--- src/rbpl_pkg.sv ---
// Shared types and constants for the rectangle BSP point lookup block.
// Depends on nothing; every other file of the block uses it.
`default_nettype none

package rbpl_pkg;

  localparam int CMD_BITS    = 2;
  localparam int IDX_BITS    = 11;
  localparam int KIND_BITS   = 2;
  localparam int LINK2_BITS  = 12;
  localparam int RECT_BITS   = 10;
  localparam int PTR_BITS    = 13;
  localparam int QUEUE_DEPTH = 2;
  localparam int QPTR_BITS   = 1;

  localparam logic [CMD_BITS-1:0] CMD_NODE_WR = 2'd0;
  localparam logic [CMD_BITS-1:0] CMD_ITEM_WR = 2'd1;
  localparam logic [CMD_BITS-1:0] CMD_QUERY   = 2'd2;

  localparam logic [KIND_BITS-1:0] KIND_SPLIT_X = 2'd0;
  localparam logic [KIND_BITS-1:0] KIND_SPLIT_Y = 2'd1;

  typedef enum logic [1:0] {
    OP_NODE_WR,
    OP_ITEM_WR,
    OP_QUERY,
    OP_NOP
  } op_t;

  typedef struct packed {
    op_t                   op;
    logic [IDX_BITS-1:0]   idx;
    logic [KIND_BITS-1:0]  kind;
    logic [IDX_BITS-1:0]   first;
    logic [LINK2_BITS-1:0] second;
    logic [RECT_BITS-1:0]  rect;
  } cmd_t;

  typedef struct packed {
    logic                 is_answer;
    logic                 found;
    logic [RECT_BITS-1:0] rect;
    logic                 walk_fault;
  } res_t;

  localparam res_t RES_ACK = '0;

  typedef enum logic [2:0] {
    ST_IDLE,
    ST_NODE_RD,
    ST_NODE_EVAL,
    ST_ITEM_RD,
    ST_ITEM_EVAL,
    ST_REPLY
  } state_t;

endpackage

`default_nettype wire

--- src/rbpl_front.sv ---
// Front end: accepts input transactions, classifies them and holds them in a
// two-entry command queue for the back end. Depends on rbpl_pkg.
`default_nettype none

module rbpl_front #(
  parameter int NODE_DEPTH = 1024,
  parameter int ITEM_DEPTH = 2048,
  parameter int COORD_BITS = 16
) (
  input  wire logic                                clk,
  input  wire logic                                rst_n,
  input  wire logic                                in_valid,
  output logic                                     in_stall,
  input  wire logic [rbpl_pkg::CMD_BITS-1:0]       in_command,
  input  wire logic [rbpl_pkg::IDX_BITS-1:0]       in_entry_index,
  input  wire logic [rbpl_pkg::KIND_BITS-1:0]      in_node_kind,
  input  wire logic [rbpl_pkg::IDX_BITS-1:0]       in_first_link,
  input  wire logic [rbpl_pkg::LINK2_BITS-1:0]     in_second_link,
  input  wire logic [rbpl_pkg::RECT_BITS-1:0]      in_rect_id,
  input  wire logic signed [COORD_BITS-1:0]        in_coord_left,
  input  wire logic signed [COORD_BITS-1:0]        in_coord_top,
  input  wire logic signed [COORD_BITS-1:0]        in_coord_right,
  input  wire logic signed [COORD_BITS-1:0]        in_coord_bottom,
  output logic                                     q_valid,
  output rbpl_pkg::cmd_t                           q_cmd,
  output logic [3:0][COORD_BITS-1:0]               q_coord,
  input  wire logic                                q_pop
);
  import rbpl_pkg::*;

  cmd_t                        entry_mem_r [QUEUE_DEPTH];
  logic [3:0][COORD_BITS-1:0]  coord_mem_r [QUEUE_DEPTH];
  logic [QPTR_BITS-1:0]        wr_ptr_r, wr_ptr_nxt;
  logic [QPTR_BITS-1:0]        rd_ptr_r, rd_ptr_nxt;
  logic [QPTR_BITS:0]          count_r, count_nxt;
  logic                        push;
  cmd_t                        cls;

  // Writes beyond a table are turned into no-operations here.
  always_comb begin
    cls.idx    = in_entry_index;
    cls.kind   = in_node_kind;
    cls.first  = in_first_link;
    cls.second = in_second_link;
    cls.rect   = in_rect_id;
    cls.op     = OP_NOP;
    unique case (in_command)
      CMD_NODE_WR: begin
        if (32'(in_entry_index) < NODE_DEPTH) cls.op = OP_NODE_WR;
      end
      CMD_ITEM_WR: begin
        if (32'(in_entry_index) < ITEM_DEPTH) cls.op = OP_ITEM_WR;
      end
      CMD_QUERY: begin
        cls.op = OP_QUERY;
      end
      default: begin
        cls.op = OP_NOP;
      end
    endcase
  end

  assign in_stall = (count_r == (QPTR_BITS + 1)'(QUEUE_DEPTH));
  assign push     = in_valid && !in_stall;
  assign q_valid  = (count_r != '0);
  assign q_cmd    = entry_mem_r[rd_ptr_r];
  assign q_coord  = coord_mem_r[rd_ptr_r];

  always_comb begin
    wr_ptr_nxt = push  ? wr_ptr_r + QPTR_BITS'(1) : wr_ptr_r;
    rd_ptr_nxt = q_pop ? rd_ptr_r + QPTR_BITS'(1) : rd_ptr_r;
    unique case ({push, q_pop})
      2'b10:   count_nxt = count_r + (QPTR_BITS + 1)'(1);
      2'b01:   count_nxt = count_r - (QPTR_BITS + 1)'(1);
      default: count_nxt = count_r;
    endcase
  end

  always_ff @(posedge clk) begin
    if (!rst_n) begin
      wr_ptr_r <= '0;
      rd_ptr_r <= '0;
      count_r  <= '0;
    end else begin
      wr_ptr_r <= wr_ptr_nxt;
      rd_ptr_r <= rd_ptr_nxt;
      count_r  <= count_nxt;
    end
  end

  // Slice 0 holds the left edge, 1 the top, 2 the right and 3 the bottom.
  always_ff @(posedge clk) begin
    if (push) begin
      entry_mem_r[wr_ptr_r] <= cls;
      coord_mem_r[wr_ptr_r] <= {in_coord_bottom, in_coord_right, in_coord_top, in_coord_left};
    end
  end

endmodule

`default_nettype wire

--- config.mk ---
export PLATFORM = sky130hd
export DESIGN_NAME = rbpl_front
export DESIGN_NICKNAME = d
export VERILOG_FILES = /design/src/rbpl_pkg.sv /design/src/rbpl_front.sv
export SDC_FILE = /design/constraint.sdc
export NUM_CORES = 1
export LEC_CHECK = 0
export BUFFER_PORTS_ARGS = -buffer_cell sky130_fd_sc_hd__buf_2
export CORE_UTILIZATION = 52
export CTS_CLUSTER_DIAMETER = 30
export DETAILED_ROUTE_END_ITERATION = 16
export HOLD_SLACK_MARGIN = 0.03
export PLACE_DENSITY = 0.8
export SLEW_MARGIN = 10
export SYNTH_ARGS = -nofsm -noshare
export SYNTH_HDL_FRONTEND = slang
export SYNTH_SLANG_ARGS = --single-unit
--- constraint.sdc ---
create_clock -name clk -period 6.05 [get_ports clk]
set_input_delay 1.5125 -clock clk [delete_from_list [all_inputs] [get_ports clk]]
set_output_delay 1.5125 -clock clk [all_outputs]
set_load 0.005 [all_outputs]
# [After elaboration in Yosys (flattened, before gate mapping)]
# Memory sizes are Yosys's and may differ from the RTL's. A register that Yosys moved wholly into a read port is not among the register bits.
# Index checks and enable logic that the tools add are counted.
[word_totals] regBits=4 ram_bits=224 in_bits=116 out_inout_bits=114 n_memories=2
[memory_table] memory="coord_mem_r" depth=2 word_bits=64 read_ports=1 rd_ports_with_merged_regs=1 wr=1 line_no="rbpl_front.sv:32" text="logic [3:0][COORD_BITS-1:0] coord_mem_r [QUEUE_DEPTH];"
[memory_table] memory="entry_mem_r" depth=2 word_bits=48 read_ports=1 rd_ports_with_merged_regs=1 wr=1 line_no="rbpl_front.sv:31" text="cmd_t entry_mem_r [QUEUE_DEPTH];"
[classes] add_sub_neg=4 magnitude_cmp=1 eq_ne=5 n_mux=9 n_reduce_logical=5
[op_table] cell="less-than comparator 11 bit, second input constant" n=1
[op_table] cell="== test 2 bit, second input constant" n=3
[op_table] cell="2-to-1 mux 1 bit" n=6
[op_table] cell="one-hot mux 2 bit (3 select lines)" n=1
[op_table] cell="== test 2 x 1 -> 1 bit, second input constant" n=2
[op_table] cell="one-hot mux 2 bit (2 select lines)" n=1
[op_table] cell="nonzero test 2 bit" n=2
[op_table] cell="adder 1 bit, second input constant" n=2
[op_table] cell="adder 2 x 1 -> 2 bit, second input constant" n=1
[op_table] cell="logical NOT 2 bit" n=1
[op_table] cell="2-to-1 mux 2 bit" n=1
[op_table] cell="subtractor 2 x 1 -> 2 bit, second input constant" n=1
[op_table] cell="logical AND 1 bit" n=1
[op_table] cell="logical NOT 1 bit" n=1

# [Logic depth before layout (Yosys ltp)]
# Gate-level depths: netlist of the first run.
[depth] depth_word=5 ltp_mapped=6 depth_no_buf=6

# [Worst setup path before layout of the first run]
# No wires, ideal clock.
[synth_timing] path_kind="input -> register" startpoint="input in_valid" endpoint="memory coord_mem_r[1][0] (netlist name) (enable)" arrival_ns=4.149 t_required_ns=5.565 setup_slack_ns=1.417 cell_stages=1 n_path_buf=0 path_cell_list="and3_1"
[synth_via] elab_chain_len=3
[synth_lines] element="start, declared" line_no="rbpl_front.sv:12" text="input wire logic in_valid,"
[synth_lines] element="logical AND 1 bit" line_no="rbpl_front.sv:64" text="assign push = in_valid && !in_stall;"
[synth_lines] element="2-to-1 mux 1 bit" line_no="rbpl_front.sv:93" text="if (push) begin"
[synth_lines] element="2-to-1 mux 1 bit (implied by the code)" line_no="rbpl_front.sv:95" text="coord_mem_r[wr_ptr_r] <= {in_coord_bottom, in_coord_right, in_coord_top, in_coord_left};"
[synth_lines] element="end, declared" line_no="rbpl_front.sv:32"
# No other way between the ends.

==> flow_summary.json, run 1 <==
{
  "top_level_ports": 230,
  "wl_um": 16100,
  "cp_data_arrival_time_ns": 2.72,
  "synth_edf_count": 224,
  "post_cts_buffers": 0,
  "status": "finished clean",
  "synth_top_area_share_pct": 80.9,
  "ys_ff_latch": 229,
  "synth_nets": 494,
  "slowest_delay_ns": 1.04,
  "drive_gt1_share_pct": 62.0,
  "final_cell_count_no_fill": 880,
  "clk_transition_reported_paths_ns": 0.05,
  "finalHoldViolCount": 0,
  "die_y_um": 128,
  "synth_warnings": 0,
  "vias_per_cell": 5.05,
  "grt_pass1_vias": 4526,
  "drtAntennaViolNets": 0,
  "ir_worst_vdd_mv": 0.352,
  "drc": 0,
  "grt_overflow": 0,
  "num_rows": 45,
  "drt_iter0_markers": 298,
  "min_to": "wr_ptr_r",
  "synth_most_common_cell": "edfxtp_1",
  "stdcell_area_um2": 11100,
  "worst_pin_slew_ns": 1.06,
  "tns_ns": 0,
  "synth.area.top_cells": "edfxtp_1, mux2_2, dfxtp_1",
  "total_leakage_power_nw": 4.23,
  "hold_depth": 2,
  "setup_viol": 0,
  "drv_cap": 0,
  "crit_slowest_cell": "dfxtp_4",
  "timing.slew.headroom_pct": 29.5,
  "synth_cell_type_count": 19,
  "crit_fanout": 77,
  "cts_resized": 0,
  "endpoint_kind": "primary output",
  "skew_ns": 0.00764,
  "cts-root-buf": "clkbuf_16",
  "h-tree-depth": 2,
  "placed_area_um2": 9690,
  "path_class": "flop to primary output",
  "yosys_most_used_dff": "edfxtp_1",
  "clkSinkCount": 229,
  "period_minus_slack_ns": 4.23,
  "hold_class": "flop to flop",
  "holdWs_ns": 0.513,
  "antenna_found_initial": 0,
  "grt_use_total_pct": 19.4,
  "synth_cells": 377,
  "fillerInstances": 956,
  "pwr_density_cell_nw_per_um2": 417,
  "areaGrowthSynthToFinish_pct": 33.0,
  "vias": 4440,
  "cts_tree": "built",
  "ctsHoldBuffers": 0,
  "fin_crit_sh_pct": 69.9,
  "port_buffers": 229,
  "die_w_um": 128,
  "routed.top_layer": "met4",
  "grt_pass1_wl_um": 24000,
  "placed_cells": 809,
  "clkLatencyLatePin_ns": 0.49,
  "ys_async_sr_fraction_pct": 0,
  "die-area_um2": 16500,
  "detail_route.wl_per_cell_um": 18.3,
  "reg2reg_slack_ns": 3.65,
  "final_core_util_pct": 71.7,
  "n_antenna_cell": 0,
  "dr.pass1.iters": 4,
  "yosysSeqAreaShare_pct": 82.1,
  "crit_chain": "buf_4, mux2_2, buf_2",
  "hp-start": "wr_ptr_r",
  "netlist_top_cells_count": "edfxtp_1, mux2_2, buf_4",
  "rsz0062_at_grt": "false",
  "numCtsBuffers": 39,
  "fmax_mhz": 236,
  "synthesis.area_um2": 8320,
  "crit_buf_inv": 2,
  "cp.required_ns": 4.54,
  "grt_max_degree": 78,
  "cpLargestDelayFamily": "flip-flops",
  "post-dp-hpwl_um": 9800,
  "syn_area_per_cell_um2": 22.1,
  "nNetsFinal": 756,
  "reg2regPathDepth": 3,
  "cp-start-kind": "flop",
  "globalplace.congestion": 0.720,
  "core_area_um2": 15400,
  "timing.final.max_slew_violations": 0,
  "clk_path_buf_depth": 3,
  "yosys.area.top_type": "edfxtp_1",
  "start_util_pct": 53.9,
  "wl_met3_um": 1420,
  "timing.rr.end": "coord_mem_r[1][20]",
  "drt-met1-wl_um": 6530,
  "wl_met2_um": 7900,
  "r2r-start": "count_r[0]"
}
==> layout by cell type (no fill, tap or decap), types with 2 or more instances in the layout <==
master	Yosys	final
edfxtp_1	224	224
o21ai_0	3	3
or3_1	2	2
bufinv_16	0	6
inv_6	0	4
clkbuf_16	0	41
xnor2_1	2	2
a21boi_1	2	2
clkinv_2	0	3
and2_1	3	3
inv_1	4	3
buf_4	8	4
clkinvlp_4	0	2
buf_2	4	229
mux2_2	112	112
clkinv_4	0	7
dfxtp_1	5	4
clkinv_1	0	6
==> area by class of cell <==
class	count	area, um^2	area share [%]
clock buffers	42	1030	9.31
inverters	5	21.3	0.192
flip-flops and latches	229	6830	61.8
repair buffers	233	1180	10.6
multi-input cells	131	1400	12.6
clock inverters	29	340	3.08
well taps	211	264	2.39
==> registers in the layout, summed over array words and instances, names as in the netlist, named ones only <==
register and cells:
coord_mem_r 128, count_r 2, entry_mem_r 96, rd_ptr_r 1, wr_ptr_r 1
==> per-stage QoR <==
stage                     total power [mW]  setup WS, ns
final                                 4.61          1.82
after global routing                  4.76          1.67
after CTS                             4.65          1.78
after detailed placement              2.41          2.31
after global placement                2.39          2.36
after floorplan                       2.21          1.42
==> power breakdown <==
group / switching [mW] / internal [mW] / total [mW] / leakage (nW)
Sequential: 0.0541 / 1.91 / 1.97 / 2.14
Clock: 0.733 / 1.50 / 2.23 / 0.666
Combinational: 0.205 / 0.208 / 0.413 / 1.43
Total: 0.992 / 3.62 / 4.61 / 4.23
==> kinds of logic (layout without fill, tap and decap cells) <==
logic type	after synthesis	count (layout)	synth area share, %
xor gates and xnor gates	3	3	0.316
adders and majority gates	1	1	0.150
and+or+nand+nor	9	9	0.677
buffers and inverters	17	309	1.19
muxes	112	112	15.2
DFF	229	229	82.1
AOI/OAI and AO/OA	6	6	0.451
==> per-layer routing <==
| metal | track usage, % | up-vias |
|---|---|---|
| met3 | 6.28 | 24 |
| li1 | - | 2044 |
| met4 | 6.71 | 0 |
| met5 | 0 | - |
| met1 | 24.3 | 2166 |
| met2 | 32.1 | 206 |
==> worst max-delay path by stage <==
stage,to,start,slack (ns),depth (start not counted)
2_1_floorplan,coord_mem_r[1][0],in_valid,1.42,1
3_3_place_gp,q_coord[38],flop,2.36,3
3_5_place_dp,q_coord[38],flop,2.31,3
4_1_cts,q_coord[38],flop,1.78,3
5_1_grt,q_coord[38],flop,1.67,3
6_report,q_coord[2],flop,1.82,3
==> worst register-to-register path, cell delays in order, from the launching register on <==
cell and delay (ns):
dfxtp_1 0.40, nand2b_2 0.18, and3_4 0.80, buf_4 0.64
(Power assumes the default switching activity.)
==> inputs of run 2 (changes only) <==
--- a/config.mk
+++ b/config.mk
@@ -5,6 +5,7 @@
 export SDC_FILE = /design/constraint.sdc
 export NUM_CORES = 1
 export LEC_CHECK = 0
+export ABC_AREA = 1
 export BUFFER_PORTS_ARGS = -buffer_cell sky130_fd_sc_hd__buf_2
 export CORE_UTILIZATION = 52
 export CTS_CLUSTER_DIAMETER = 30
==> constraint.sdc (replaced) <==
create_clock -name clk -period 4.1 [get_ports clk]
set_input_delay 1.025 -clock clk [delete_from_list [all_inputs] [get_ports clk]]
set_output_delay 1.025 -clock clk [all_outputs]
set_load 0.005 [all_outputs]
==> run 2 against run 1 <==
  * Synthesized area up 0.41%
  * Total power up 39%
  * Sequential power up 44%
  * First-iteration DRC count down 18%
  * Non-clock buffer count unchanged
  * Combinational power up 24%
  * Setup slack worse by 1.0 ns
  * Routed wire length down 1.7%
  * Final cell count up 0.91%
  * Sequential cell count unchanged
  * Register-to-register slack worse by 1.6 ns
==> flow_summary.json, run 2 <==
{
  "status": "finished clean",
  "fillerInstances": 1017,
  "num_rows": 45,
  "vias_per_cell": 5.02,
  "rsz0062_at_grt": "false",
  "cp_data_arrival_time_ns": 2.27,
  "skew_ns": 0.0159,
  "ctsHoldBuffers": 0,
  "layout_commonest_cell": "buf_2",
  "start_util_pct": 54.1,
  "synth_cells": 388,
  "dpl_worst_slack_ns": 1.31,
  "antenna_found_initial": 0,
  "synth_most_common_cell": "edfxtp_1",
  "setup_viol": 0,
  "netlist_top_cells_count": "edfxtp_1, mux2_2, nor2_1",
  "total_leakage_power_nw": 4.20,
  "die_y_um": 129,
  "numCtsBuffers": 39,
  "synth_edf_count": 224,
  "regMostFlops": "coord_mem_r",
  "clkLatencyLatePin_ns": 0.51,
  "cp-start-kind": "flop",
  "multi_input_area_um2": 1390,
  "synth_nets": 505,
  "timing.final.max_slew_violations": 0,
  "die-area_um2": 16600,
  "path_class": "flop to primary output",
  "synthesis.area_um2": 8350,
  "core_area_um2": 15400,
  "cts_resized": 0,
  "finalHoldViolCount": 0,
  "clk_path_buf_depth": 3,
  "dr.pass1.iters": 4,
  "globalplace.congestion": 0.705,
  "fmax_mhz": 303,
  "synth_top_area_share_pct": 80.5,
  "fin_crit_sh_pct": 80.4,
  "clkSinkCount": 229,
  "final_cell_mix": "buf_2, edfxtp_1, mux2_2, clkbuf_16, nor2_1",
  "yosys_most_used_dff": "edfxtp_1",
  "top_regs": "coord_mem_r x128, entry_mem_r x96, count_r x2",
  "largest_reg_flops": 128,
  "grt_pass1_vias": 4698,
  "areaGrowthSynthToFinish_pct": 31.6,
  "yosys.area.top_type": "edfxtp_1",
  "detail_route.wl_per_cell_um": 17.8,
  "period_minus_slack_ns": 3.30,
  "post-dp-hpwl_um": 10100,
  "cts_tree": "built",
  "tns_ns": 0,
  "endpoint_kind": "primary output",
  "grt_max_degree": 62,
  "timing.slew.headroom_pct": 44.4,
  "h-tree-depth": 2,
  "grt_pass1_wl_um": 23200,
  "top_level_ports": 230,
  "synth_warnings": 0,
  "syn_area_per_cell_um2": 21.5,
  "worst_slack_ns": 0.804,
  "port_buffers": 229,
  "ys_ff_latch": 229,
  "hold_class": "flop to flop",
  "synth_cell_type_count": 14,
  "placed_area_um2": 9720,
  "drive_gt1_share_pct": 60.1,
  "wl_um": 15800,
  "worst_pin_slew_ns": 0.835,
  "ys_async_sr_fraction_pct": 0,
  "seq_area_um2": 6830,
  "vias": 4454,
  "cp.required_ns": 3.07,
  "grt_overflow": 0,
  "cts-root-buf": "clkbuf_16",
  "clk_transition_reported_paths_ns": 0.05,
  "nNetsFinal": 767,
  "crit_fanout": 61,
  "stdcell_area_um2": 11000,
  "ir_worst_vdd_mv": 0.425,
  "die_w_um": 129,
  "synth.area.top_cells": "edfxtp_1, mux2_2, dfxtp_1",
  "drt_iter0_markers": 244,
  "grt_use_total_pct": 18.9,
  "drc": 0,
  "n_antenna_cell": 0,
  "post_cts_buffers": 0,
  "drv_cap": 0,
  "pwr_density_cell_nw_per_um2": 585,
  "yosysSeqAreaShare_pct": 81.7,
  "drtAntennaViolNets": 0
}
[run 2: power by group]
| group | switching (mW) | internal, mW | total, mW |
|---|---|---|---|
| clock network | 1.04 | 2.04 | 3.08 |
| logic | 0.262 | 0.249 | 0.511 |
| registers | 0.0542 | 2.78 | 2.84 |
| total | 1.36 | 5.07 | 6.43 |
[run 2: layer usage]
| layer | global-route usage (%) | part of all wire [%] |
|---|---|---|
| met1 | 20.1 | 37 |
| met3 | 7.57 | 11 |
| met2 | 33.2 | 51 |
| met4 | 8.10 | 1.7 |
| met5 | 0 | 0 |
[run 2: kinds of logic after synthesis]
family | after synthesis | synth area share [%]
buffers and inverters | 20 | 1.71
adders and majority gates | 1 | 0.150
and+or+nand+nor | 22 | 1.02
AOI/OAI and AO/OA | 4 | 0.299
DFF | 229 | 81.7
muxes | 112 | 15.1
[run 2: layout make-up]
| cell class | instances | share of cell area, % |
|---|---|---|
| Clock inverter | 22 | 2.27 |
| Clock buffer | 46 | 9.31 |
| Inverter | 8 | 0.296 |
| Tap cell | 211 | 2.40 |
| Timing Repair Buffer | 233 | 10.9 |
| Sequential cell | 229 | 62.1 |
| Multi-Input combinational cell | 139 | 12.7 |
[run 2: path summary, 6_finish.rpt]
kind	start	end	slack, ns	depth (start not counted)
hold / removal	rd_ptr_r	rd_ptr_r	0.53	2
setup / recovery	flop	q_cmd[26]	0.80	3
setup reg to reg	count_r[0]	coord_mem_r[1][63]	2.01	5
hold reg to reg	rd_ptr_r	rd_ptr_r	0.53	2
[run 2: metrics by stage]
| stage | power [mW] | instances | util [%] | hold slack [ns] |
|---|---|---|---|---|
| after global routing | 6.65 | 888 | 71.2 | 0.545 |
| after floorplan | 3.14 | 388 | - | 0.463 |
| after CTS | 6.50 | 888 | 71.2 | 0.533 |
| after detailed placement | 3.40 | 820 | 63.0 | 0.513 |
| after global placement | 3.36 | 820 | 63.0 | 0.479 |
| final | 6.43 | 888 | 71.2 | 0.529 |
[run 2: critical path, cell delays in order, from the launching register on]
cell	delay (ns)
dfxtp_4	0.79
buf_12	0.38
mux2_2	0.40
buf_2	0.13
==> inputs of run 3 (changes only) <==
--- a/config.mk
+++ b/config.mk
@@ -7,11 +7,11 @@
 export LEC_CHECK = 0
 export ABC_AREA = 1
 export BUFFER_PORTS_ARGS = -buffer_cell sky130_fd_sc_hd__buf_2
-export CORE_UTILIZATION = 52
+export CORE_UTILIZATION = 47
 export CTS_CLUSTER_DIAMETER = 30
 export DETAILED_ROUTE_END_ITERATION = 16
 export HOLD_SLACK_MARGIN = 0.03
-export PLACE_DENSITY = 0.8
+export PLACE_DENSITY = 0.77
 export SLEW_MARGIN = 10
 export SYNTH_ARGS = -nofsm -noshare
 export SYNTH_HDL_FRONTEND = slang
==> constraint.sdc (replaced) <==
create_clock -name clk -period 3 [get_ports clk]
set_input_delay 0.75 -clock clk [delete_from_list [all_inputs] [get_ports clk]]
set_output_delay 0.75 -clock clk [all_outputs]
set_load 0.005 [all_outputs]
==> run 3 against run 2 <==
  * Die area increased by 10%
  * Sequential share of layout area is 0.18 points lower
  * Final cell count increased by 1.8%
  * Critical path depth stayed put
  * Register-to-register slack got worse by 0.71 ns
  * Global-route usage decreased by 2.3 points
  * Combinational power is 40% higher
  * Clock power is 31% higher
  * First-iteration DRC count decreased by 18%
  * Count of clock-buffer cells in the layout is 1 higher
  * Clock skew decreased by 0.0018 ns
  * Highest routed layer is now met5
==> flow_summary.json, run 3 (synthesis results as in run 2) <==
{
  "clkSinkCount": 229,
  "crit_buf_inv": 2,
  "areaGrowthSynthToFinish_pct": 32.0,
  "ctsHoldBuffers": 0,
  "skew_ns": 0.0141,
  "cts_resized": 0,
  "wl_um": 15400,
  "post_cts_buffers": 0,
  "grt_pass1_vias": 4673,
  "vias_per_cell": 4.88,
  "grt_max_degree": 86,
  "total_leakage_power_nw": 4.20,
  "vias": 4409,
  "hp-start": "in_second_link[5]",
  "largest_reg_flops": 128,
  "drive_gt1_share_pct": 60.4,
  "drtAntennaViolNets": 0,
  "reg2reg_slack_ns": 1.30,
  "clk_path_buf_depth": 3,
  "post-dp-hpwl_um": 9980,
  "timing.rr.end": "coord_mem_r[1][11]",
  "cp_data_arrival_time_ns": 1.88,
  "drc": 0,
  "crit_slowest_cell": "dfxtp_4",
  "path_depth": 3,
  "fmax_mhz": 380,
  "timing.slew.headroom_pct": 67.6,
  "detail_route.wl_per_cell_um": 17.1,
  "layout_commonest_cell": "buf_2",
  "grt_overflow": 0,
  "pwr_density_cell_nw_per_um2": 783,
  "final_cell_count_no_fill": 904,
  "tns_ns": 0,
  "rsz0062_at_grt": "false",
  "cpLargestDelayFamily": "flip-flops",
  "die_y_um": 135,
  "status": "finished clean",
  "use_met2_pct": 30.1,
  "crit_chain": "buf_12, mux2_2, buf_2",
  "worst_slack_ns": 0.371,
  "cts_tree": "built",
  "dpl_worst_slack_ns": 0.864,
  "grt_use_met3_pct": 5.05,
  "clk_transition_reported_paths_ns": 0.05,
  "ir_worst_vdd_mv": 0.511,
  "final_cell_mix": "buf_2, edfxtp_1, mux2_2, clkbuf_16, nor2_1",
  "cp-start-kind": "flop",
  "worst_pin_slew_ns": 0.486,
  "slowest_delay_ns": 0.61,
  "top_level_ports": 230,
  "core_area_um2": 17300,
  "drt_iter0_markers": 200,
  "grt_pass1_wl_um": 23000,
  "h-tree-depth": 2,
  "start_util_pct": 48.3,
  "setup_viol": 0,
  "finalHoldViolCount": 0,
  "die_w_um": 135,
  "timing.final.max_slew_violations": 0,
  "antenna_found_initial": 1,
  "hold_class": "input pin to flop",
  "top_regs": "coord_mem_r x128, entry_mem_r x96, count_r x2",
  "regMostFlops": "coord_mem_r",
  "crit_fanout": 32,
  "nNetsFinal": 770,
  "num_rows": 48,
  "port_buffers": 229,
  "r2r-start": "count_r[0]",
  "endpoint_kind": "primary output",
  "hold_depth": 1,
  "min_to": "entry_mem_r[1][15]",
  "grt.busiest_layer": "met2",
  "power_mw": 8.63,
  "placed_cells": 837,
  "fin_crit_sh_pct": 87.6,
  "grt_use_total_pct": 16.6,
  "cts-root-buf": "clkbuf_16",
  "dr.pass1.iters": 4,
  "globalplace.congestion": 0.759,
  "numCtsBuffers": 39,
  "holdWs_ns": 0.439,
  "clkLatencyLatePin_ns": 0.49,
  "reg2regPathDepth": 5,
  "period_minus_slack_ns": 2.63,
  "met1_usage_pct": 17.8,
  "n_antenna_cell": 0,
  "die-area_um2": 18300,
  "drv_cap": 0,
  "cp.required_ns": 2.25,
  "path_class": "flop to primary output"
}
==> run 3: cell types whose count changed in the layout (fill, tap and decap cells not counted) <==
cell | previous run | this run
buf_12 | 2 | 5
clkbuf_1 | 6 | 8
clkbuf_16 | 40 | 39
clkinv_2 | 5 | 8
clkinv_8 | 1 | 0
inv_1 | 7 | 5
inv_2 | 0 | 2
inv_4 | 1 | 0
inv_6 | 3 | 1
inv_8 | 1 | 0
nor2_1 | 11 | 10
nor2_4 | 1 | 2
==> run 3: power by group <==
part | switching, mW | leakage [nW] | internal, mW
clock network | 1.34 | 0.592 | 2.71
registers | 0.0677 | 2.13 | 3.80
logic | 0.361 | 1.47 | 0.356
total | 1.76 | 4.20 | 6.87
==> run 3: cell type report <==
class / count / area (um^2)
flip-flops and latches: 229 / 6830
fillers: 1257 / 6270
multi-input cells: 139 / 1400
repair buffers: 236 / 1260
clock buffers: 47 / 1010
well taps: 225 / 282
clock inverters: 20 / 211
inverters: 8 / 33.8
==> run 3: worst max-delay path by stage <==
stage | slack [ns] | end | from
final | 0.37 | q_coord[57] | flop
after global routing | 0.28 | q_cmd[46] | flop
after CTS | 0.33 | q_coord[57] | flop
after detailed placement | 0.86 | q_coord[40] | flop
after global placement | 0.89 | q_coord[41] | flop
after floorplan | 0.0005 | coord_mem_r[0][0] | in_valid
==> run 3: routing by layer <==
layer  vias up  routed length, um
li1       2061                  -
met1      2139               5880
met2       180               8080
met3        27               1190
met4         2                274
met5         -                 10
==> run 3: worst register-to-register path, cell delays in order (launching register included) <==
cell and delay [ns]:
dfxtp_1 0.39, nor2_1 0.12, nor2_4 0.14, nand2_1 0.12, clkinvlp_4 0.12, buf_12 0.39
==> run 3: stage by stage <==
stage	utilization [%]	instance area [um^2]
2_1_floorplan	-	8370
3_3_place_gp	56.7	9810
3_5_place_dp	56.7	9810
4_1_cts	63.7	11000
5_1_grt	63.7	11000
6_report	63.7	11000
